File: src/rtl/hdms_pkg.sv
// Package for the hold duration mode selector: modes, register indexes, widths and helpers.
`default_nettype none

package hdms_pkg;

   // widths of the fields and registers
   localparam int MS_W    = 16;
   localparam int POS_W   = 10;
   localparam int MODE_W  = 2;
   localparam int CSR_IDX_W = 3;

   // blink timing in milliseconds
   localparam int PERIOD_MS    = 1000;
   localparam int BLINK_ON_MS  = 150;
   localparam int BLINK_OFF_MS = 100;
   localparam int BLINK_STEP_MS = BLINK_ON_MS + BLINK_OFF_MS;
   localparam int MAX_BLINKS   = 4;
   localparam logic [POS_W-1:0] POS_LAST = POS_W'(PERIOD_MS - 1);

   // register reset values
   localparam logic [MS_W-1:0] MAX_WAIT_RESET      = MS_W'(12000);
   localparam logic [MS_W-1:0] DEMO_START_RESET    = MS_W'(2000);
   localparam logic [MS_W-1:0] SET_ID_START_RESET  = MS_W'(5000);
   localparam logic [MS_W-1:0] FACTORY_START_RESET = MS_W'(8000);
   localparam logic [MS_W-1:0] FACTORY_END_RESET   = MS_W'(11000);

   typedef enum logic [MODE_W-1:0] {
      MODE_RUN     = 2'd0,
      MODE_DEMO    = 2'd1,
      MODE_SET_ID  = 2'd2,
      MODE_FACTORY = 2'd3
   } mode_type;

   typedef enum logic [CSR_IDX_W-1:0] {
      CSR_MAX_WAIT      = 3'd0,
      CSR_DEMO_START    = 3'd1,
      CSR_SET_ID_START  = 3'd2,
      CSR_FACTORY_START = 3'd3,
      CSR_FACTORY_END   = 3'd4
   } csr_index_type;

   // thresholds as one group
   typedef struct packed {
      logic [MS_W-1:0] max_wait;
      logic [MS_W-1:0] demo_start;
      logic [MS_W-1:0] set_id_start;
      logic [MS_W-1:0] factory_start;
      logic [MS_W-1:0] factory_end;
   } thresholds_type;

   // classify a hold time; thresholds compared literally, in priority order
   function automatic mode_type mode_of(input logic [MS_W-1:0] h, input thresholds_type t);
      mode_type m;
      if (h >= t.factory_start && h < t.factory_end) begin
         m = MODE_FACTORY;
      end else if (h >= t.set_id_start && h < t.factory_start) begin
         m = MODE_SET_ID;
      end else if (h >= t.demo_start && h < t.set_id_start) begin
         m = MODE_DEMO;
      end else begin
         m = MODE_RUN;
      end
      return m;
   endfunction

   // LED drive from hold time and position inside the blink period
   function automatic logic led_of(input logic [MS_W-1:0] h, input logic [POS_W-1:0] pos,
                                   input thresholds_type t);
      logic [2:0] n;
      logic       lit;
      n   = 3'd0;
      lit = 1'b0;
      if (h >= t.factory_start) begin
         n = 3'd4;
      end else if (h >= t.set_id_start) begin
         n = 3'd2;
      end else if (h >= t.demo_start) begin
         n = 3'd1;
      end
      for (int i = 0; i < MAX_BLINKS; i++) begin
         if (3'(i) < n && pos >= POS_W'(i * BLINK_STEP_MS)
             && pos < POS_W'(i * BLINK_STEP_MS + BLINK_ON_MS)) begin
            lit = 1'b1;
         end
      end
      return lit;
   endfunction

endpackage

`default_nettype wire

File: src/rtl/hdms_req_if.sv
// Request channel of the hold duration mode selector: one beat per millisecond tick.
`default_nettype none

interface hdms_req_if;
   logic valid;
   logic ready;
   logic start_check;
   logic switch_pressed;

   modport source (output valid, output start_check, output switch_pressed, input ready);
   modport sink   (input valid, input start_check, input switch_pressed, output ready);
endinterface

`default_nettype wire

File: src/rtl/hdms_rsp_if.sv
// Response channel of the hold duration mode selector: LED drive and mode report.
`default_nettype none

interface hdms_rsp_if;
   logic       valid;
   logic       ready;
   logic       led_on;
   logic       selection_done;
   logic [1:0] final_mode;
   logic [1:0] pending_mode;

   modport source (output valid, output led_on, output selection_done, output final_mode,
                   output pending_mode, input ready);
   modport sink   (input valid, input led_on, input selection_done, input final_mode,
                   input pending_mode, output ready);
endinterface

`default_nettype wire

File: src/rtl/hold_duration_mode_selector_unit.sv
// Top level of the hold duration mode selector: input stage, tick logic, response register.
//
// Usage: send one request beat per millisecond tick on req_chan, carrying
// start_check and switch_pressed. Every request beat yields exactly one
// response beat on rsp_chan with led_on, selection_done, final_mode and
// pending_mode. The thresholds sit in five 16-bit registers written through
// csr_we / csr_index / csr_wdata; write them only while no beat is in flight.
// From request acceptance to response valid, the beat sits in the input
// register while the tick logic runs against the hold state, and then the
// response register loads it once that register is free, so the response
// beat leaves from the response register. Throughput is one beat per cycle
// while the receiver does not stall, set by the single update of the hold counters per beat.
// Reset (synchronous, active high) clears both stages, stops any running
// measurement and loads the default thresholds (12000, 2000, 5000, 8000,
// 11000 ms). When the receiver stalls, the response register holds its beat,
// the input register fills, and then req_chan.ready drops; nothing is lost.
`default_nettype none

module hold_duration_mode_selector_unit
   import hdms_pkg::*;
(
   input  wire logic                 clock,
   input  wire logic                 reset,
   hdms_req_if.sink                  req_chan,
   hdms_rsp_if.source                rsp_chan,
   input  wire logic                 csr_we,
   input  wire logic [CSR_IDX_W-1:0] csr_index,
   input  wire logic [MS_W-1:0]      csr_wdata
);

   // configuration registers
   thresholds_type thr_ff;

   // input stage
   logic in_valid_ff;
   logic in_start_ff;
   logic in_pressed_ff;

   // hold state
   logic             measuring_ff, measuring_in;
   logic [MS_W-1:0]  elapsed_ff, elapsed_in;
   logic [MS_W-1:0]  held_ff, held_in;
   logic [POS_W-1:0] pos_ff, pos_in;

   // response stage
   logic     rsp_valid_ff;
   logic     led_ff, led_in;
   logic     done_ff, done_in;
   mode_type final_ff, final_in;
   mode_type pending_ff, pending_in;

   logic rsp_free;
   logic in_move;
   logic req_take;

   logic [MS_W-1:0]  cur_elapsed;
   logic [MS_W-1:0]  cur_held;
   logic [POS_W-1:0] cur_pos;

   // handshake: response register frees when empty or taken
   assign rsp_free = !rsp_valid_ff || rsp_chan.ready;
   assign in_move  = in_valid_ff && rsp_free;
   assign req_chan.ready = !in_valid_ff || in_move;
   assign req_take = req_chan.valid && req_chan.ready;

   // write configuration registers
   always_ff @(posedge clock) begin
      if (reset) begin
         thr_ff.max_wait      <= MAX_WAIT_RESET;
         thr_ff.demo_start    <= DEMO_START_RESET;
         thr_ff.set_id_start  <= SET_ID_START_RESET;
         thr_ff.factory_start <= FACTORY_START_RESET;
         thr_ff.factory_end   <= FACTORY_END_RESET;
      end else if (csr_we) begin
         unique case (csr_index)
            CSR_MAX_WAIT:      thr_ff.max_wait      <= csr_wdata;
            CSR_DEMO_START:    thr_ff.demo_start    <= csr_wdata;
            CSR_SET_ID_START:  thr_ff.set_id_start  <= csr_wdata;
            CSR_FACTORY_START: thr_ff.factory_start <= csr_wdata;
            CSR_FACTORY_END:   thr_ff.factory_end   <= csr_wdata;
            default: ;
         endcase
      end
   end

   // hold the request beat in the input register
   always_ff @(posedge clock) begin
      if (reset) begin
         in_valid_ff <= 1'b0;
      end else if (req_chan.ready) begin
         in_valid_ff <= req_chan.valid;
      end
   end

   always_ff @(posedge clock) begin
      if (req_take) begin
         in_start_ff   <= req_chan.start_check;
         in_pressed_ff <= req_chan.switch_pressed;
      end
   end

   // tick logic: a fresh start times from zero
   assign cur_elapsed = measuring_ff ? elapsed_ff : '0;
   assign cur_held    = measuring_ff ? held_ff : '0;
   assign cur_pos     = measuring_ff ? pos_ff : '0;

   always_comb begin
      measuring_in = measuring_ff;
      elapsed_in   = elapsed_ff;
      held_in      = held_ff;
      pos_in       = pos_ff;
      led_in       = 1'b0;
      done_in      = 1'b0;
      final_in     = MODE_RUN;
      pending_in   = MODE_RUN;
      if (!measuring_ff && !in_start_ff) begin
         // idle tick: report nothing
      end else if (!measuring_ff && !in_pressed_ff) begin
         // start with switch released: run at once
         done_in = 1'b1;
      end else if (in_pressed_ff && cur_elapsed < thr_ff.max_wait) begin
         // still held: record, report pending, advance counters
         measuring_in = 1'b1;
         held_in      = cur_elapsed;
         led_in       = led_of(cur_elapsed, cur_pos, thr_ff);
         pending_in   = mode_of(cur_elapsed, thr_ff);
         elapsed_in   = cur_elapsed + MS_W'(1);
         pos_in       = (cur_pos == POS_LAST) ? '0 : cur_pos + POS_W'(1);
      end else begin
         // released or timed out: report final mode
         measuring_in = 1'b0;
         done_in      = 1'b1;
         final_in     = mode_of(cur_held, thr_ff);
      end
   end

   // advance hold state once per processed beat
   always_ff @(posedge clock) begin
      if (reset) begin
         measuring_ff <= 1'b0;
         elapsed_ff   <= '0;
         held_ff      <= '0;
         pos_ff       <= '0;
      end else if (in_move) begin
         measuring_ff <= measuring_in;
         elapsed_ff   <= elapsed_in;
         held_ff      <= held_in;
         pos_ff       <= pos_in;
      end
   end

   // load the response register
   always_ff @(posedge clock) begin
      if (reset) begin
         rsp_valid_ff <= 1'b0;
      end else if (rsp_free) begin
         rsp_valid_ff <= in_valid_ff;
      end
   end

   always_ff @(posedge clock) begin
      if (in_move) begin
         led_ff     <= led_in;
         done_ff    <= done_in;
         final_ff   <= final_in;
         pending_ff <= pending_in;
      end
   end

   assign rsp_chan.valid          = rsp_valid_ff;
   assign rsp_chan.led_on         = led_ff;
   assign rsp_chan.selection_done = done_ff;
   assign rsp_chan.final_mode     = final_ff;
   assign rsp_chan.pending_mode   = pending_ff;

   // a done beat never lights the LED nor reports a pending mode
   assert property (@(posedge clock) disable iff (reset)
      rsp_valid_ff && done_ff |-> !led_ff && pending_ff == MODE_RUN)
      else $error("done beat carries LED or pending mode");

   // a measurement ends only together with a done beat
   assert property (@(posedge clock) disable iff (reset)
      in_move && measuring_ff && !measuring_in |=> rsp_valid_ff && done_ff)
      else $error("measurement ended without a done beat");

   // period position stays inside one period
   assert property (@(posedge clock) disable iff (reset)
      pos_ff <= POS_LAST)
      else $error("period position out of range");

   // while measuring the recorded hold trails the elapsed count by one
   assert property (@(posedge clock) disable iff (reset)
      measuring_ff |-> elapsed_ff == held_ff + MS_W'(1))
      else $error("hold time and elapsed count out of step");

endmodule

`default_nettype wire
File: src/flat_wrapper.sv
// flat-port wrapper written by rule: the top's interface ports become plain ports
module hold_duration_mode_selector_unit_flat import hdms_pkg::*;
  (clock, reset, csr_we, csr_index, csr_wdata, req_chan_valid, req_chan_start_check, req_chan_switch_pressed, req_chan_ready, rsp_chan_valid, rsp_chan_led_on, rsp_chan_selection_done, rsp_chan_final_mode, rsp_chan_pending_mode, rsp_chan_ready);
  hdms_req_if req_chan_i ();
  hdms_rsp_if rsp_chan_i ();
  input  wire logic clock;
  input  wire logic reset;
  input  wire logic csr_we;
  input  wire logic [CSR_IDX_W-1:0] csr_index;
  input  wire logic [MS_W-1:0] csr_wdata;
  input wire logic [$bits(req_chan_i.valid)-1:0] req_chan_valid;
  input wire logic [$bits(req_chan_i.start_check)-1:0] req_chan_start_check;
  input wire logic [$bits(req_chan_i.switch_pressed)-1:0] req_chan_switch_pressed;
  output wire logic [$bits(req_chan_i.ready)-1:0] req_chan_ready;
  output wire logic [$bits(rsp_chan_i.valid)-1:0] rsp_chan_valid;
  output wire logic [$bits(rsp_chan_i.led_on)-1:0] rsp_chan_led_on;
  output wire logic [$bits(rsp_chan_i.selection_done)-1:0] rsp_chan_selection_done;
  output wire logic [$bits(rsp_chan_i.final_mode)-1:0] rsp_chan_final_mode;
  output wire logic [$bits(rsp_chan_i.pending_mode)-1:0] rsp_chan_pending_mode;
  input wire logic [$bits(rsp_chan_i.ready)-1:0] rsp_chan_ready;
  assign req_chan_i.valid = req_chan_valid;
  assign req_chan_i.start_check = req_chan_start_check;
  assign req_chan_i.switch_pressed = req_chan_switch_pressed;
  assign req_chan_ready = req_chan_i.ready;
  assign rsp_chan_valid = rsp_chan_i.valid;
  assign rsp_chan_led_on = rsp_chan_i.led_on;
  assign rsp_chan_selection_done = rsp_chan_i.selection_done;
  assign rsp_chan_final_mode = rsp_chan_i.final_mode;
  assign rsp_chan_pending_mode = rsp_chan_i.pending_mode;
  assign rsp_chan_i.ready = rsp_chan_ready;
  hold_duration_mode_selector_unit u_core (.clock(clock), .reset(reset), .req_chan(req_chan_i), .rsp_chan(rsp_chan_i), .csr_we(csr_we), .csr_index(csr_index), .csr_wdata(csr_wdata));
endmodule
File: config.mk
export PLATFORM = sky130hd
export DESIGN_NAME = hold_duration_mode_selector_unit_flat
export DESIGN_NICKNAME = d
export VERILOG_FILES = /design/src/rtl/hdms_pkg.sv /design/src/rtl/hdms_req_if.sv /design/src/rtl/hdms_rsp_if.sv /design/src/rtl/hold_duration_mode_selector_unit.sv /design/src/flat_wrapper.sv
export SDC_FILE = /design/constraint.sdc
export NUM_CORES = 1
export LEC_CHECK = 0
export BUFFER_PORTS_ARGS = -buffer_cell sky130_fd_sc_hd__clkbuf_2
export CAP_MARGIN = 10
export CORE_ASPECT_RATIO = 1.25
export CORE_MARGIN = 2
export CORE_UTILIZATION = 59
export CTS_BUF_LIST = sky130_fd_sc_hd__clkbuf_8
export DETAILED_ROUTE_END_ITERATION = 12
export PLACE_DENSITY = 0.8
export SLEW_MARGIN = 5
export SYNTH_ARGS = -nofsm -noshare
export SYNTH_HDL_FRONTEND = slang
export SYNTH_SLANG_ARGS = --single-unit
File: constraint.sdc
create_clock -name clock -period 5.37 [get_ports clock]
set_input_delay 1.611 -clock clock [delete_from_list [all_inputs] [get_ports clock]]
set_output_delay 1.611 -clock clock [all_outputs]
set_load 0.02 [all_outputs]
==> flow_summary.toml, run 1 <==
[sta]
min_period_over_period = 0.7051
maxSlewViolCount = 0
max_slew_margin = 0.2998
hold_slack_ns = 0.4532
rsz0062_at_grt = "false"
min_period_ns = 3.786
worst-slew-pin-transition_ns = 1.050
tns_ns = 0
finalHoldViolations = 0
clock_skew_ns = 0.01342
fmax_ghz = 0.2641
setup_viol = 0

[routing]
vias = 8298
drc_errors = 0
drt-total-wl_um = 24830
wl_per_cell_um = 18.43
final_antenna_net_count = 0
vias_per_cell = 6.160
dr.pass1.iters = 6
first_iter_violations = 715

[clocking]
cts-resized-gates = 0
post_cts_buffers = 0
cts_sinks = 133
htreeDepth = 4
clock_latency_ns = 0.46
cts_hold_buf = 0
cts_tree = "built"
cts-root-buf = "clkbuf_8"
clk_path_buf_depth = 2
clkTransAtPathRegs_ns = 0.07
cts_buffers = 17

[global_route]
grtUsageMet3 = 0.05895
grt_pass1_wl_um = 39400
grt-ovfl-total = 0
grt_use_met2 = 0.5244
grt_pass1_vias = 7655
antenna_found_initial = 0
grt_max_degree = 88
grt_usage = 0.3125
met1_usage = 0.3776
grt.busiest_layer = "met2"

[job]
drv_cap = 0

[min_path]
hold_start = "u_core.held_ff[12]$_SDFFE_PP0P_"
hp-class = "register to register"

[synth]
yosys_warnings = 0
yosysMostFrequentCell = "nand2_1"
syn_avg_cell_area_um2 = 7.818
synth-compound-area-share = 0.2048
synth_fp_nets = 1304
yosysTopAreaCellShare = 0.2798
synthXorXnorAreaFrac = 0.003917
syn_area_um2 = 8944
synth_cell_type_count = 66
synth.area.top_cells = "dfxtp_1 (28%), ha_1 (19%), nand2_1 (8.2%), a21oi_1 (7.0%), inv_1 (3.8%)"
yosys.area_share.simple = 0.2262
yosysSeqAreaShare = 0.3067
syn_inst = 1144
synth-main-ff-cell = "dfxtp_1"
ys_ff_latch = 133
synthMuxAreaShare = 0.002238
yosys-top-cells-count = "nand2_1 (195), ha_1 (134), a21oi_1 (125), dfxtp_1 (125), inv_1 (91)"
synthArstFlopShare = 0
synth_fa_ha_area_frac = 0.1900
synth_largest_area_cell = "dfxtp_1"
synth_edf_count = 8
synth_top_family_by_area = "simple AND/OR/NAND/NOR gates"

[layout]
fillers = 1236
layout.nets = 1312
layout-drive-gt1-share = 0.08155
design_area_um2 = 9652
syn_to_final_growth_pct = 7.918
final_util = 0.6482
diodes = 0

[power_and_ir_drop]
p_seq_frac = 0.488
internal_power_mw = 1.575
p_sw_mw = 0.5290
clkPwrFrac = 0.442
p_leak_nw = 4.188
power_density_nw_per_um2 = 218.0
combPwrFrac = 0.070
p_sw_frac = 0.2514
peakVddDrop_v = 0.0001531

[place]
finalWeightedCongestion = 1.008
placed_area_um2 = 9204
io_buffers = 33
dp.final_hpwl_um = 18580

[setup_path]
crit_fanout = 4
cp.arrival_ns = 2.18
worst_setup_path_end_kind = "primary output"
cp_data_required_time_ns = 3.76
startpoint_type = "primary input"
criticalPathCategory = "primary input to primary output"
r2r_start = "u_core.measuring_ff$_SDFFE_PP0P_"
crit_start = "rsp_chan_ready"

[outcome]
run_status = "complete, no violations"

[die]
die_area_um2 = 16170
start_util = 0.6007
rows = 50
fp.dieH_um = 141.7
fp.dieW_um = 114.1
pin_count = 34
coreArea_um2 = 14890
layer usage:
metal | part of all wire | wire length, µm
met1 | 0.42 | 10390
met2 | 0.48 | 11940
met3 | 0.050 | 1248
met4 | 0.051 | 1256
met5 | 0 | 0
per-stage QoR:
step / setup WS [ns] / power, mW / cells
floorplan: 1.778 / 1.139 / 1144
global placement: 1.579 / 1.191 / 1314
detailed placement: 1.507 / 1.194 / 1314
CTS: 1.569 / 2.108 / 1346
global route: 1.463 / 2.174 / 1347
finish: 1.584 / 2.104 / 1347
registers in the layout, indices dropped and copies added (netlist names):
signal,flops
u_core.pos_ff,10
u_core.rsp_chan.selection_done,1
u_core.held_ff,16
u_core.rsp_chan.valid,1
u_core.rsp_chan.final_mode,2
u_core.thr_ff,80
u_core.in_start_ff,1
u_core.elapsed_ff,16
u_core.rsp_chan.pending_mode,2
u_core.rsp_chan.led_on,1
u_core.measuring_ff,1
u_core.in_valid_ff,1
u_core.in_pressed_ff,1
layout make-up:
type	count	area, µm²	area share
Multi-Input combinational cell	859	5614	0.5817
Sequential cell	133	2744	0.2843
Inverter	94	352.8	0.03656
Timing Repair Buffer	47	280.3	0.02904
Clock buffer	18	247.7	0.02567
Tap cell	182	227.7	0.02359
Clock inverter	14	185.2	0.01919
power by group through the flow:
| stage | Sequential (mW) | Combinational [mW] | Clock (mW) |
|---|---|---|---|
| 2_1_floorplan | 1.05 | 0.0926 | 0 |
| 3_3_place_gp | 1.05 | 0.142 | 0 |
| 3_5_place_dp | 1.05 | 0.145 | 0 |
| 4_1_cts | 1.03 | 0.146 | 0.936 |
| 5_1_grt | 1.03 | 0.164 | 0.982 |
| 6_report | 1.03 | 0.148 | 0.930 |
cell usage in the layout, fill, tap and decap left out, types with 7 or more instances in the layout:
cell / instances
a211oi_1: 12
a21o_1: 10
a21oi_1: 125
a311oi_1: 8
and2_1: 32
and3_1: 9
buf_4: 14
clkbuf_2: 32
clkbuf_8: 18
dfxtp_1: 124
edfxtp_1: 8
ha_1: 134
inv_1: 93
nand2_1: 195
nand3_1: 32
nand4_1: 20
nor2_1: 60
nor2b_1: 14
nor3_1: 13
nor4_1: 12
o211ai_1: 31
o21a_1: 7
o21ai_0: 37
o21ai_1: 10
worst max-delay path, cell delays in order:
cell	delay [ns]
clkbuf_2	0.08
nor2b_1	0.22
nand2_1	0.10
clkbuf_2	0.16
path summary, 6_finish.rpt:
kind / depth (start not counted) / slack, ns / to
hold / removal: 2 / 0.45 / u_core.held_ff[12]$_SDFFE_PP0P_
setup reg to reg: 9 / 1.69 / u_core.pos_ff[4]$_SDFFE_PP0P_
setup / recovery: 4 / 1.58 / req_chan_ready
hold reg to reg: 2 / 0.45 / u_core.held_ff[12]$_SDFFE_PP0P_
logic make-up (layout without fill, tap and decap cells):
| family | count (synthesis) | count (layout) |
|---|---|---|
| xor gates and xnor gates | 4 | 4 |
| DFF | 133 | 133 |
| AOI/OAI and AO/OA | 293 | 293 |
| and+or+nand+nor | 424 | 424 |
| adders and majority gates | 136 | 136 |
| buffers and inverters | 152 | 173 |
| muxes | 2 | 2 |
Power figures use the tool's default switching activity.
==> run 2, diff against run 1 <==
Clock period 5.37 ns to 3.6 ns, I/O delays scaled along.
==> run 2 against run 1 <==
- first-iteration DRC count grew 0.84%
- final area shrank 0.61%
- sequential power grew 49%
- clock skew shrank 0.0041 ns
- power grew 41%
- critical endpoint is now u_core.rsp_chan.led_on$_SDFFCE_PP0P_
==> flow_summary.toml, run 2 (same netlist as run 1, synthesis figures left out) <==
[clocking]
clk_path_buf_depth = 2
htreeDepth = 4
clkTransAtPathRegs_ns = 0.08
clock_latency_ns = 0.46
cts-resized-gates = 0
cts_hold_buf = 0
cts_tree = "built"
cts-root-buf = "clkbuf_8"
post_cts_buffers = 0
cts_buffers = 17
cts_sinks = 133

[min_path]
hold_depth = 2
hp-class = "register to register"

[power_and_ir_drop]
power_density_nw_per_um2 = 309.5
p_leak_nw = 4.159
finalPower_mw = 2.969
peakVddDrop_v = 0.0002692

[setup_path]
worst-path-stages = 9
cp_num_buf_inv = 0
crit_slowest_cell = "dfxtp_2"
cp_slowest_stage_delay_ns = 0.66
cp.arrival_ns = 3.30
criticalPathCategory = "register to register"
regToRegSetupSlack_ns = 0.49
cpMostUsedCell = "a221o_1"
cp_cell_sequence = "and2_1 -> ha_1 -> a211oi_1 -> o21bai_1 -> a221o_1 -> a311o_1 -> nor2_1 -> a221o_1 -> a31oi_1"
cp_data_required_time_ns = 3.80
path_delay_family = "compound AO/OA/AOI/OAI gates"
worst_setup_path_end_kind = "register"
crit_fanout = 30
startpoint_type = "register"
worstRegToRegCells = 9

[layout]
mostFrequentLayoutCell = "nand2_1"
finalNonFillerCells = 1348
largest_reg_flops = 80
final_util = 0.6443
layout-drive-gt1-share = 0.08233
reg_top3 = "u_core.thr_ff (80), u_core.elapsed_ff (16), u_core.held_ff (16)"
layout.nets = 1314
largest-register = "u_core.thr_ff"
diodes = 0
layout_common_cells = "nand2_1 (195), ha_1 (134), a21oi_1 (125)"
syn_to_final_growth_pct = 7.261

[die]
coreArea_um2 = 14890
pin_count = 34
die_area_um2 = 16170
fp.dieH_um = 141.7
rows = 50
fp.dieW_um = 114.1
start_util = 0.6007

[place]
io_buffers = 33
pre_cts_slack_ns = 0.5864
finalWeightedCongestion = 1.001
placed_cells = 1317
dp.final_hpwl_um = 19870

[global_route]
antenna_found_initial = 0
grt_usage = 0.3323
grt_max_degree = 46
grt-ovfl-total = 0
grt_pass1_vias = 7989
grt_pass1_wl_um = 41660

[routing]
first_iter_violations = 721
route.met3.wl_um = 1261
final_antenna_net_count = 0
highest_layer = "met4"
vias = 8315
wl_per_cell_um = 19.21
vias_per_cell = 6.168
drc_errors = 0
dr.pass1.iters = 7
drt-total-wl_um = 25900
wl_met2_um = 12410
drt-met1-wl_um = 10650

[sta]
max_slew_margin = 0.4124
min_period_ns = 3.105
tns_ns = 0
worst-slew-pin-transition_ns = 0.8814
setup_ws_ns = 0.4947
finalHoldViolations = 0
maxSlewViolCount = 0
fmax_ghz = 0.3220
clock_skew_ns = 0.009317
min_period_over_period = 0.8626
setup_viol = 0
rsz0062_at_grt = "false"

[outcome]
run_status = "complete, no violations"

[job]
drv_cap = 0
==> run 2: through the flow <==
stage                     hold slack (ns)  instance area (µm²)
after floorplan                    0.4317                 8944
after global placement             0.4389                 9226
after detailed placement           0.4428                 9226
after CTS                          0.4546                 9593
after global routing               0.4675                 9593
final                              0.4547                 9593
==> run 2: worst reg2reg max path, cell delays in order, from the launching register on <==
cell and delay [ns]:
dfxtp_2 0.66, and2_1 0.39, ha_1 0.31, a211oi_1 0.22, o21bai_1 0.11, a221o_1 0.33
a311o_1 0.33, nor2_1 0.25, a221o_1 0.21, a31oi_1 0.04
==> run 2: worst paths after layout <==
| check | from | to |
|---|---|---|
| min | u_core.held_ff[8]$_SDFFE_PP0P_ | u_core.held_ff[8]$_SDFFE_PP0P_ |
| max reg2reg | u_core.measuring_ff$_SDFFE_PP0P_ | u_core.rsp_chan.led_on$_SDFFCE_PP0P_ |
| max | u_core.measuring_ff$_SDFFE_PP0P_ | u_core.rsp_chan.led_on$_SDFFCE_PP0P_ |
| min reg2reg | u_core.held_ff[8]$_SDFFE_PP0P_ | u_core.held_ff[8]$_SDFFE_PP0P_ |
==> run 2: per-layer routing <==
metal  vias to the layer above  track usage
li1                       4072            -
met1                      3832       0.3948
met2                       326       0.5555
met3                        85      0.05425
met4                         0       0.2105
met5                         -            0
==> run 2: final cells by class <==
| class | instances | area, µm² |
|---|---|---|
| clock inverters | 12 | 105.1 |
| inverters | 94 | 352.8 |
| fillers | 1330 | 5296 |
| repair buffers | 49 | 287.8 |
| flip-flops and latches | 133 | 2744 |
| well taps | 182 | 227.7 |
| clock buffers | 19 | 261.5 |
| multi-input cells | 859 | 5614 |
==> run 2: report_power, final <==
| part | switching, mW | leakage [nW] | total, mW | internal, mW |
|---|---|---|---|---|
| Clock | 0.629 | 0.188 | 1.21 | 0.579 |
| Sequential | 0.0187 | 1.09 | 1.53 | 1.51 |
| Combinational | 0.158 | 2.88 | 0.231 | 0.0720 |
